===== config.mk =====
export PLATFORM = sky130hd
export DESIGN_NAME = dht_pulse_frame_decoder_unit
export DESIGN_NICKNAME = d
export VERILOG_FILES = /design/src/rtl/core/dpfd_pkg.sv /design/src/rtl/core/dpfd_collect.sv /design/src/rtl/core/dpfd_convert.sv /design/src/rtl/core/dht_pulse_frame_decoder_unit.sv
export SDC_FILE = /design/constraint.sdc
export NUM_CORES = 1
export LEC_CHECK = 0
export BUFFER_PORTS_ARGS = -buffer_cell sky130_fd_sc_hd__buf_2
export CELL_PAD_IN_SITES_DETAIL_PLACEMENT = 0
export CELL_PAD_IN_SITES_GLOBAL_PLACEMENT = 1
export CORE_MARGIN = 2
export CORE_UTILIZATION = 45
export CTS_CLUSTER_DIAMETER = 60
export DETAILED_ROUTE_END_ITERATION = 7
export GPL_TIMING_DRIVEN = 0
export PLACE_DENSITY = 0.79
export SLEW_MARGIN = 5
export SYNTH_ARGS = -nofsm -noshare
export SYNTH_HDL_FRONTEND = slang
export SYNTH_HIERARCHICAL = 1
export SYNTH_SLANG_ARGS = --single-unit

===== constraint.sdc =====
create_clock -name clk -period 5.75 [get_ports clk]
set_input_delay 0 -clock clk [delete_from_list [all_inputs] [get_ports clk]]
set_output_delay 0 -clock clk [all_outputs]
set_load 0.02 [all_outputs]

===== src/rtl/core/dpfd_pkg.sv =====
// Shared types and constants for the pulse frame decoder.
`default_nettype none

package dpfd_pkg;

  // Frame geometry: one start pulse followed by 40 data pulses
  localparam int unsigned DATA_BITS    = 40;
  localparam int unsigned FRAME_PULSES = DATA_BITS + 1;
  localparam int unsigned COUNT_W      = 6;

  // Input command codes
  localparam logic CMD_START = 1'b0;
  localparam logic CMD_PULSE = 1'b1;

  // Sensor variants
  typedef enum logic [1:0] {
    SENSOR_DHT11 = 2'd0,
    SENSOR_DHT12 = 2'd1,
    SENSOR_DHT21 = 2'd2,
    SENSOR_DHT22 = 2'd3
  } sensor_t;

  // Result status codes
  typedef enum logic [1:0] {
    STATUS_OK         = 2'd0,
    STATUS_CSUM_ERR   = 2'd1,
    STATUS_START_FAIL = 2'd2
  } status_t;

  // Configuration register indexes (byte address = 4 * index)
  typedef enum logic [1:0] {
    REG_SENSOR_TYPE   = 2'd0,
    REG_BIT_THRESHOLD = 2'd1,
    REG_START_MIN     = 2'd2
  } reg_idx_t;

  // Reset values
  localparam logic [1:0]  SENSOR_TYPE_RST   = 2'd3;
  localparam logic [7:0]  BIT_THRESHOLD_RST = 8'd40;
  localparam logic [7:0]  START_MIN_RST     = 8'd40;
  localparam logic [15:0] TEMP_RST          = 16'd250;
  localparam logic [15:0] HUM_RST           = 16'd500;

  // Completed frame handed from the collector to the converter
  typedef struct packed {
    logic                 start_ok;
    logic [DATA_BITS-1:0] bits;
  } frame_t;

endpackage

`default_nettype wire


===== src/rtl/core/dpfd_collect.sv =====
// Pulse collector: counts pulses, slices data bits and registers completed frames.
`default_nettype none

module dpfd_collect
  import dpfd_pkg::*;
(
  input  wire logic         clk,
  input  wire logic         rst_n,
  input  wire logic         in_valid,
  output logic              in_ready,
  input  wire logic         in_cmd,
  input  wire logic [15:0]  in_pulse_width_us,
  input  wire logic [7:0]   bit_threshold_us,
  input  wire logic [7:0]   start_min_us,
  output logic              frame_valid,
  output frame_t            frame,
  input  wire logic         frame_take
);

  logic [COUNT_W-1:0]   pulse_count_r, pulse_count_nxt;
  logic                 start_ok_r, start_ok_nxt;
  logic [DATA_BITS-1:0] bits_r, bits_nxt;
  logic                 done_valid_r, done_valid_nxt;
  frame_t               done_r, done_nxt;
  logic                 accept;

  // Room for a new transaction whenever the completed-frame slot is free or draining
  assign in_ready = !done_valid_r || frame_take;
  assign accept   = in_valid && in_ready;

  // Frame state update
  always_comb begin
    pulse_count_nxt = pulse_count_r;
    start_ok_nxt    = start_ok_r;
    bits_nxt        = bits_r;
    done_valid_nxt  = done_valid_r && !frame_take;
    done_nxt        = done_r;
    if (accept) begin
      if (in_cmd == CMD_START) begin
        pulse_count_nxt = '0;
        start_ok_nxt    = 1'b0;
        bits_nxt        = '0;
      end else if (pulse_count_r < COUNT_W'(FRAME_PULSES)) begin
        if (pulse_count_r == '0) begin
          start_ok_nxt = (in_pulse_width_us >= {8'd0, start_min_us});
        end else begin
          bits_nxt = {bits_r[DATA_BITS-2:0], (in_pulse_width_us > {8'd0, bit_threshold_us})};
        end
        pulse_count_nxt = pulse_count_r + COUNT_W'(1);
        // Last pulse of the frame: hand the frame on
        if (pulse_count_nxt == COUNT_W'(FRAME_PULSES)) begin
          done_valid_nxt    = 1'b1;
          done_nxt.start_ok = start_ok_nxt;
          done_nxt.bits     = bits_nxt;
        end
      end
    end
  end

  // Control registers
  always_ff @(posedge clk) begin
    if (!rst_n) begin
      pulse_count_r <= COUNT_W'(FRAME_PULSES);
      start_ok_r    <= 1'b0;
      bits_r        <= '0;
      done_valid_r  <= 1'b0;
    end else begin
      pulse_count_r <= pulse_count_nxt;
      start_ok_r    <= start_ok_nxt;
      bits_r        <= bits_nxt;
      done_valid_r  <= done_valid_nxt;
    end
  end

  // Completed frame payload
  always_ff @(posedge clk) begin
    done_r <= done_nxt;
  end

  assign frame_valid = done_valid_r;
  assign frame       = done_r;

  // Count never runs past the end of a frame
  a_count_range: assert property (@(posedge clk) disable iff (!rst_n)
    pulse_count_r <= COUNT_W'(FRAME_PULSES))
    else $error("pulse count beyond frame length");

  // A pending frame holds until the converter takes it
  a_frame_hold: assert property (@(posedge clk) disable iff (!rst_n)
    done_valid_r && !frame_take |=> done_valid_r && $stable(done_r))
    else $error("pending frame lost or changed");

  // A frame is handed on only when its last pulse was just accepted
  a_frame_source: assert property (@(posedge clk) disable iff (!rst_n)
    $rose(done_valid_r) |-> pulse_count_r == COUNT_W'(FRAME_PULSES))
    else $error("frame handed on without a full pulse count");

endmodule

`default_nettype wire


===== src/rtl/core/dpfd_convert.sv =====
// Frame checker and converter: checksum, sensor-specific scaling, result register.
`default_nettype none

module dpfd_convert
  import dpfd_pkg::*;
(
  input  wire logic         clk,
  input  wire logic         rst_n,
  input  wire logic         frame_valid,
  input  wire frame_t       frame,
  output logic              frame_take,
  input  wire logic [1:0]   sensor_type,
  output logic              out_valid,
  input  wire logic         out_ready,
  output logic [1:0]        out_status,
  output logic [15:0]       out_temperature_tenths,
  output logic [15:0]       out_humidity_tenths
);

  logic           out_valid_r, out_valid_nxt;
  status_t        status_r, status_nxt;
  logic [15:0]    good_temp_r, good_temp_nxt;
  logic [15:0]    good_hum_r, good_hum_nxt;
  logic [7:0]     b0, b1, b2, b3, b4;
  logic [9:0]     byte_sum;
  logic [15:0]    b0x10, b2x10;
  logic [15:0]    temp_cv, hum_cv;
  logic           load;

  // Result slot is free or being emptied this cycle
  assign frame_take = !out_valid_r || out_ready;
  assign load       = frame_take && frame_valid;

  // Byte split, first received byte is the most significant
  assign b0 = frame.bits[39:32];
  assign b1 = frame.bits[31:24];
  assign b2 = frame.bits[23:16];
  assign b3 = frame.bits[15:8];
  assign b4 = frame.bits[7:0];

  assign byte_sum = {2'd0, b0} + {2'd0, b1} + {2'd0, b2} + {2'd0, b3};

  // Times ten as shift-and-add
  assign b0x10 = {5'd0, b0, 3'd0} + {7'd0, b0, 1'd0};
  assign b2x10 = {5'd0, b2, 3'd0} + {7'd0, b2, 1'd0};

  // Sensor-specific conversion to tenths
  always_comb begin
    temp_cv = '0;
    hum_cv  = b0x10 + {8'd0, b1};
    case (sensor_t'(sensor_type))
      SENSOR_DHT11: begin
        temp_cv = b2x10;
        if (b3[7]) begin
          temp_cv = 16'd0 - 16'd10 - b2x10;
        end
        temp_cv = temp_cv + {12'd0, b3[3:0]};
      end
      SENSOR_DHT12: begin
        temp_cv = b2x10 + {12'd0, b3[3:0]};
        if (b2[7]) begin
          temp_cv = 16'd0 - temp_cv;
        end
      end
      default: begin
        temp_cv = {1'b0, b2[6:0], b3};
        if (b2[7]) begin
          temp_cv = 16'd0 - temp_cv;
        end
        hum_cv = {b0, b1};
      end
    endcase
  end

  // Status and stored readings
  always_comb begin
    out_valid_nxt = out_valid_r && !out_ready;
    status_nxt    = status_r;
    good_temp_nxt = good_temp_r;
    good_hum_nxt  = good_hum_r;
    if (load) begin
      out_valid_nxt = 1'b1;
      if (!frame.start_ok) begin
        status_nxt = STATUS_START_FAIL;
      end else if (byte_sum[7:0] != b4) begin
        status_nxt = STATUS_CSUM_ERR;
      end else begin
        status_nxt    = STATUS_OK;
        good_temp_nxt = temp_cv;
        good_hum_nxt  = hum_cv;
      end
    end
  end

  always_ff @(posedge clk) begin
    if (!rst_n) begin
      out_valid_r <= 1'b0;
      good_temp_r <= TEMP_RST;
      good_hum_r  <= HUM_RST;
    end else begin
      out_valid_r <= out_valid_nxt;
      good_temp_r <= good_temp_nxt;
      good_hum_r  <= good_hum_nxt;
    end
  end

  always_ff @(posedge clk) begin
    status_r <= status_nxt;
  end

  assign out_valid              = out_valid_r;
  assign out_status             = status_r;
  assign out_temperature_tenths = good_temp_r;
  assign out_humidity_tenths    = good_hum_r;

  // Readings move only when a frame is loaded
  a_readings_hold: assert property (@(posedge clk) disable iff (!rst_n)
    !load |=> $stable(good_temp_r) && $stable(good_hum_r))
    else $error("readings changed without a frame");

  // A loaded frame always produces a result next cycle
  a_load_result: assert property (@(posedge clk) disable iff (!rst_n)
    load |=> out_valid_r)
    else $error("frame loaded but no result");

  // A rejected frame leaves the readings untouched
  a_reject_keeps: assert property (@(posedge clk) disable iff (!rst_n)
    load && !frame.start_ok |=> $stable(good_temp_r) && $stable(good_hum_r))
    else $error("rejected frame changed readings");

endmodule

`default_nettype wire


===== src/rtl/core/dht_pulse_frame_decoder_unit.sv =====
// Top level of the single-wire sensor pulse frame decoder.
//
//   Channel   Direction  Handshake          Payload
//   in_       input      in_valid/in_ready  in_cmd, in_pulse_width_us
//   out_      output     out_valid/out_ready out_status, out_temperature_tenths,
//                                           out_humidity_tenths
//   APB       config     psel/penable/pready paddr, pwdata, prdata
//
// One transaction per cycle on the input while in_ready is high. The collector
// counts pulses and slices bits, the completed frame is registered, and the
// checksum and conversion land in the result register, so the 41st pulse goes
// through the frame register, then the result register. A stalled result holds
// in_ready low only once a second completed frame is waiting behind it. rst_n
// is synchronous; after reset no frame is open until a start command arrives.
`default_nettype none

module dht_pulse_frame_decoder_unit
  import dpfd_pkg::*;
(
  input  wire logic         clk,
  input  wire logic         rst_n,
  // Input channel
  input  wire logic         in_valid,
  output logic              in_ready,
  input  wire logic         in_cmd,
  input  wire logic [15:0]  in_pulse_width_us,
  // Result channel
  output logic              out_valid,
  input  wire logic         out_ready,
  output logic [1:0]        out_status,
  output logic signed [15:0] out_temperature_tenths,
  output logic [15:0]       out_humidity_tenths,
  // Configuration port
  input  wire logic         psel,
  input  wire logic         penable,
  input  wire logic         pwrite,
  input  wire logic [3:0]   paddr,
  input  wire logic [31:0]  pwdata,
  output logic [31:0]       prdata,
  output logic              pready
);

  logic [1:0]   sensor_type_r;
  logic [7:0]   bit_threshold_r;
  logic [7:0]   start_min_r;
  logic         cfg_wr;
  reg_idx_t     cfg_idx;
  logic         frame_valid;
  frame_t       frame;
  logic         frame_take;
  logic [15:0]  temp_u;

  // Configuration registers
  assign pready  = 1'b1;
  assign cfg_wr  = psel && penable && pwrite && pready;
  assign cfg_idx = reg_idx_t'(paddr[3:2]);

  always_ff @(posedge clk) begin
    if (!rst_n) begin
      sensor_type_r   <= SENSOR_TYPE_RST;
      bit_threshold_r <= BIT_THRESHOLD_RST;
      start_min_r     <= START_MIN_RST;
    end else if (cfg_wr) begin
      case (cfg_idx)
        REG_SENSOR_TYPE:   sensor_type_r   <= pwdata[1:0];
        REG_BIT_THRESHOLD: bit_threshold_r <= pwdata[7:0];
        REG_START_MIN:     start_min_r     <= pwdata[7:0];
        default: ;
      endcase
    end
  end

  // Register readback
  always_comb begin
    case (cfg_idx)
      REG_SENSOR_TYPE:   prdata = {30'd0, sensor_type_r};
      REG_BIT_THRESHOLD: prdata = {24'd0, bit_threshold_r};
      REG_START_MIN:     prdata = {24'd0, start_min_r};
      default:           prdata = '0;
    endcase
  end

  dpfd_collect u_collect (
    .clk               (clk),
    .rst_n             (rst_n),
    .in_valid          (in_valid),
    .in_ready          (in_ready),
    .in_cmd            (in_cmd),
    .in_pulse_width_us (in_pulse_width_us),
    .bit_threshold_us  (bit_threshold_r),
    .start_min_us      (start_min_r),
    .frame_valid       (frame_valid),
    .frame             (frame),
    .frame_take        (frame_take)
  );

  dpfd_convert u_convert (
    .clk                    (clk),
    .rst_n                  (rst_n),
    .frame_valid            (frame_valid),
    .frame                  (frame),
    .frame_take             (frame_take),
    .sensor_type            (sensor_type_r),
    .out_valid              (out_valid),
    .out_ready              (out_ready),
    .out_status             (out_status),
    .out_temperature_tenths (temp_u),
    .out_humidity_tenths    (out_humidity_tenths)
  );

  assign out_temperature_tenths = signed'(temp_u);

endmodule

`default_nettype wire

## Word-level counts from Yosys, hierarchy flattened

Cells that the tools add are included.
W data, S select, Z words.

| storage, ports and cells | value |
|---|---|
| word-level logic and storage cells | 78 |
| output and inout port bits | 69 |
| register bits | 142 |
| input bits | 60 |

| cells by class | value |
|---|---|
| muxes and demuxes | 21 |
| reductions and logical operators | 22 |
| order comparisons | 3 |
| add/subtract/negate cells | 12 |
| bitwise gates (word level) | 1 |
| equal/unequal tests | 6 |

Operators by type and width:

| cell | count |
|---|---|
| $mux W40 | 3 |
| $mux W16 | 5 |
| $add A16 B4 Y16 | 2 |
| $pmux W16 S2 | 1 |
| $add A11 B9 Y12 | 2 |
| $add A8 B8 Y8 | 3 |
| $pmux W8 S3 | 1 |
| $add A16 B8 Y16 | 1 |
| $ge A16 B8 Y1 | 1 |
| $gt A16 B8 Y1 | 1 |
| $sub A1 B15 Y16 const A | 1 |
| $sub A1 B16 Y16 const A | 1 |
| $sub A16 B16 Y16 const A | 1 |
| $mux W6 | 2 |
| $mux W1 | 9 |
| $ne A8 B8 Y1 | 1 |
| $reduce_and A2 Y1 | 4 |
| $add A6 B1 Y6 const B | 1 |
| $eq A6 B6 Y1 const B | 1 |
| $logic_and A1 B1 Y1 | 6 |
| $logic_not A6 Y1 | 1 |
| $lt A6 B6 Y1 const B | 1 |
| $eq A2 B1 Y1 const B | 2 |
| $logic_not A1 Y1 | 4 |
| other kinds (8) | 10 |

## Longest topological paths before layout

| depth | value |
|---|---|
| word-level depth | 8 |
| gate-level depth with buffers | 15 |
| gate-level depth less buffers | 15 |

## By module

The synthesis kept the hierarchy.

By module, submodules not included:

| module | cells an instance | sequential area each (µm²) | times used | area each (µm²) |
|---|---|---|---|---|
| dpfd_convert | 576 | 720.7 | 1 | 4,564.4 |
| dpfd_collect | 344 | 2,192.1 | 1 | 4,101.4 |
| dht_pulse_frame_decoder_unit | 116 | 360.3 | 1 | 1,063.5 |

## Worst setup path after synthesis

Ideal clock, no wire load.

| timing path | value |
|---|---|
| path type | reg-to-reg |
| start | reg u_convert.out_valid_r, in the netlist u_convert/out_valid |
| end | reg u_collect.done_r (netlist bit u_collect/frame[0]), enable pin |
| setup slack | 1.232 ns |
| clock period less this slack | 4.518 ns |
| data required time | 5.260 ns |
| path buffers | 0 |
| setup time | 0.490 ns |
| stages on the path, launching flop included | 6 |
| data arrival time | 4.028 ns |
| path through | dfxtp_1 nand2b_1 nand2b_1 nand4_1 o21bai_1 nor3_1 |

| on the way | value |
|---|---|
| longest elaborated chain between the ends | 5 |

Ends and longest elaborated chain:

| what | line | source |
|---|---|---|
| from (decl) | dpfd_convert.sv:20 | `logic out_valid_r, out_valid_nxt;` |
| from (signal assigned) | dpfd_convert.sv:101 | `out_valid_r <= out_valid_nxt;` |
| $logic_not A1 Y1 | dpfd_convert.sv:31 | `assign frame_take = !out_valid_r \|\| out_ready;` |
| $logic_or A1 B1 Y1 | dpfd_convert.sv:31 |  |
| named net frame_take | dht_pulse_frame_decoder_unit.sv:50 | `logic frame_take;` |
| $logic_or A1 B1 Y1 | dpfd_collect.sv:28 | `assign in_ready = !done_valid_r \|\| frame_take;` |
| named net in_ready | dht_pulse_frame_decoder_unit.sv:24 | `output logic in_ready,` |
| $logic_and A1 B1 Y1 | dpfd_collect.sv:29 | `assign accept = in_valid && in_ready;` |
| $reduce_and A4 Y1 (no source line) | - |  |
| to (signal assigned) | dpfd_collect.sv:77 | `done_r <= done_nxt;` |
| to (decl) | dpfd_collect.sv:24 | `frame_t done_r, done_nxt;` |

The timed path passes the listed nets, and every way through them passes these cells.
A chain may end at the register's enable or synchronous reset.

## Worst setup path in the final report

| timing path | value |
|---|---|
| start | reg u_collect.done_r (netlist bit u_collect/frame[17]) |
| end | reg u_convert.good_temp_r[11], in the netlist u_convert/out_temperature_tenths[11] |

| on the way | value |
|---|---|
| longest elaborated chain between the ends | 6 |
| elaborated cells between the ends (all ways) | 16 |
| those cells by class | add/sub: 8; eq/ne: 1; mux: 5; bitwise: 1; reduce/logical: 1 |

Ends and longest elaborated chain:

| what | line | source |
|---|---|---|
| $add A11 B9 Y12 | dpfd_convert.sv:45 | `assign b2x10 = {5'd0, b2, 3'd0} + {7'd0, b2, 1'd0};` |
| $sub A16 B16 Y16 | dpfd_convert.sv:55 | `temp_cv = 16'd0 - 16'd10 - b2x10;` |
| $mux W16 | dpfd_convert.sv:54 | `if (b3[7]) begin` |
| $mux W16 | dpfd_convert.sv:51 | `case (sensor_t'(sensor_type))` |
| $add A16 B4 Y16 | dpfd_convert.sv:57 | `temp_cv = temp_cv + {12'd0, b3[3:0]};` |
| $pmux W16 S2 | dpfd_convert.sv:51 |  |
| to (signal assigned) | dpfd_convert.sv:102 | `good_temp_r <= good_temp_nxt;` |
| to (decl) | dpfd_convert.sv:22 | `logic [15:0] good_temp_r, good_temp_nxt;` |

Several ways; a longest one is shown, not always the timed one. The select of a mux whose other input is x is not followed.

==> impl_metrics.json <==
{
  "status": "completed",
  "drv_cap": 0,
  "num_rows": 53,
  "cp.arrival_ns": 5.68,
  "cts_buffer_depth": 2,
  "max_freq_ghz": 0.1857,
  "gp_congestion": 0.8582,
  "synth_cells": 1036,
  "setup_violations": 0,
  "routed_wl_um": 24020,
  "cts_sinks": 142,
  "ir_drop_mv": 0.1691,
  "drt-initial-drc-count": 475,
  "die_area_sq_mm": 0.02281,
  "synth_top_family_by_area": "compound AO/OA/AOI/OAI gates",
  "post-route-period-util_pct": 93.63,
  "p_per_area_mw_per_mm2": 223.6,
  "synth-main-ff-cell": "dfxtp_1",
  "viasPerCell": 5.470,
  "synth_compound_area_share_pct": 18.53,
  "fin_cells": 1461,
  "rsz0062_at_grt": "false",
  "synth.largest_area_cell": "dfxtp_1",
  "clk_latency_ns": 0.42,
  "n_antenna_cell": 0,
  "cts-root-buf": "clkbuf_16",
  "via_count": 7992,
  "start_util_pct": 45.99,
  "grt_first_pass_wirelength_um": 38480,
  "synthTopCellsByArea": "dfxtp_1 (20%), edfxtp_1 (13%), ha_1 (6.8%)",
  "grt_pass1_vias": 7546,
  "worstSetupPathType": "reg2reg",
  "wire_per_inst_um": 16.44,
  "whs_ns": 0.03357,
  "synth_mux_area_share_pct": 7.086,
  "ys_seq_area_share_pct": 33.64,
  "crit_path_end_kind": "flip-flop",
  "ys_seq_elements": 142,
  "synth_edf_count": 43,
  "cp.required_ns": 6.04,
  "fin_crit_ns": 5.384,
  "core_sq_mm": 0.02115,
  "io_pins": 129,
  "antenna_found_initial": 0,
  "ys_warn_count": 6,
  "ctsHtreeMaxLevel": 4,
  "syn-mean-instance-area_sq_um": 9.391,
  "worst_slew_pin_slew_ns": 0.7955,
  "synth_simple_gate_area_share_pct": 16.35,
  "drive_gt1_share_pct": 18.72,
  "cts_tree": "done",
  "hold_class": "in2reg",
  "die_h_um": 151.0,
  "cts_inserted_buffers": 17,
  "cp_max_fo": 8,
  "tns_ns": 0,
  "yosysUniqueCellTypes": 87,
  "antenna_left": 0,
  "nNetsFinal": 1305,
  "io_buffers": 75,
  "grt_max_degree": 17,
  "async_flop_share_pct": 0,
  "postCtsSetupBuffers": 0,
  "fin_skew_ns": 0.008334,
  "remaining_drc_errors": 0,
  "synthAdderAreaFrac_pct": 10.73,
  "synth_area_sq_mm": 0.009729,
  "slew_headroom_pct": 46.61,
  "yosysTopAreaCellShare_pct": 20.37,
  "finalHoldViolCount": 0,
  "areaGrowthSynthToFinish_pct": 16.64,
  "n_fill_cell": 1981,
  "die_w_um": 151.0,
  "ys_top_cells_by_count": "dfxtp_1 (99), nand2_1 (81), inv_1 (62)",
  "clk_transition_reported_paths_ns": 0.06,
  "hpwl_um": 18390,
  "synth_most_common_cell": "dfxtp_1",
  "synthXorXnorAreaFrac_pct": 6.147,
  "placed_cells": 1412,
  "grt_usage_pct": 21.70,
  "slew_violations": 0,
  "drt_first_pass_iters": 7,
  "overflow": 0,
  "critPathLaunchType": "flip-flop",
  "leakage_nw": 4.706
}
## cell usage in the layout (no fill, tap or decap), types with 19 or more instances in the layout
| master | n |
|---|---|
| inv_1 | 62 |
| nor2_1 | 39 |
| nand3_1 | 32 |
| mux2_2 | 39 |
| clkbuf_1 | 29 |
| xnor2_1 | 46 |
| buf_2 | 86 |
| o21ai_0 | 40 |
| fa_1 | 19 |
| buf_4 | 29 |
| conb_1 | 25 |
| dfxtp_1 | 99 |
| a22oi_1 | 41 |
| ha_1 | 53 |
| nor2b_1 | 50 |
| a21oi_1 | 43 |
| edfxtp_1 | 43 |
| mux2i_1 | 25 |
| nand2_1 | 81 |
## logic make-up (layout without fill, tap and decap cells)
| group | after synthesis | in the layout |
|---|---|---|
| adder cells (fa/ha/maj) | 72 | 72 |
| other | 2 | 25 |
| XOR/XNOR | 65 | 65 |
| multiplexers | 64 | 64 |
| buffers and inverters | 143 | 270 |
| flip-flops | 142 | 142 |
| AND/OR/NAND/NOR | 293 | 293 |
| AO/OA/AOI/OAI | 255 | 255 |
## layer usage
layer	global-route usage [%]	routed length, um
met1	29.02	11210
met5	0	0
met2	35.66	11250
met3	3.404	1084
met4	7.757	471
## report_power, final
group / internal (mW) / switching [mW]
clock network: 0.655 / 0.464
logic: 0.151 / 0.214
registers: 1.04 / 0.0157
total: 1.84 / 0.694
## stage by stage
step	worst slack [ns]	util (%)	instance area (sq um)	power (mW)
after floorplan	1.232	-	9816	1.342
after global placement	0.1601	49.80	10540	1.426
after detailed placement	0.2744	49.93	10560	1.427
after CTS	0.2476	53.58	11330	2.556
after global routing	0.01395	53.65	11350	2.644
final	0.3663	53.65	11350	2.538
## path summary, 6_finish.rpt
path | slack (ns) | startpoint | to | depth (start not counted)
hold reg to reg | 0.46 | u_convert/out_humidity_tenths[15]$_SDFFE_PN0P_ | u_convert/out_humidity_tenths[15]$_SDFFE_PN0P_ | 2
setup reg to reg | 0.37 | u_collect/frame[17]$_DFFE_PP_ | u_convert/out_temperature_tenths[11]$_SDFFE_PN0P_ | 14
setup / recovery | 0.37 | u_collect/frame[17]$_DFFE_PP_ | u_convert/out_temperature_tenths[11]$_SDFFE_PN0P_ | 14
hold / removal | 0.03 | paddr[2] | bit_threshold_r[6]$_SDFFE_PN0P_ | 3
## what timing repair did
action	in CTS	in global routing
resized for setup	0	2
hold buffers	17	0
endpoints found under the setup margin	0	5
endpoints found under the hold margin	20	0
## state kept, by name, indices dropped and copies added, names as in the netlist
name and count:
u_collect/bits_r 40, u_convert/out_valid 1, u_convert/out_status 2, sensor_type_r 2
u_convert/out_temperature_tenths 16, u_collect/frame 41, u_collect/pulse_count_r 6, u_convert/out_humidity_tenths 16
u_collect/frame_valid 1, start_min_r 8, u_collect/start_ok_r 1, bit_threshold_r 8
## layout make-up
cell class                 instances  area [sq um]  area share (%)
buffer                            79         484.2           4.267
inverter                          64         240.2           2.117
sequential                       142          3273           28.84
clock inverter                    15         175.2           1.544
multi-input combinational        774          5838           51.44
timing repair buffer              95         568.0           5.006
tap                              275         344.1           3.032
clock buffer                      17         425.4           3.749
## worst max-delay path, stage by stage (launching register included)
cell,delay (ns)
edfxtp_1,0.61
inv_1,0.16
fa_1,0.53
fa_1,0.52
inv_1,0.05
ha_1,0.22
fa_1,0.43
a21o_1,0.20
a21oi_1,0.21
xnor2_1,0.10
or4_1,0.62
nor3_1,0.42
nand3_1,0.49
a2111oi_0,0.59
a21oi_1,0.12
No activity file was read; power rests on OpenSTA's default activity.
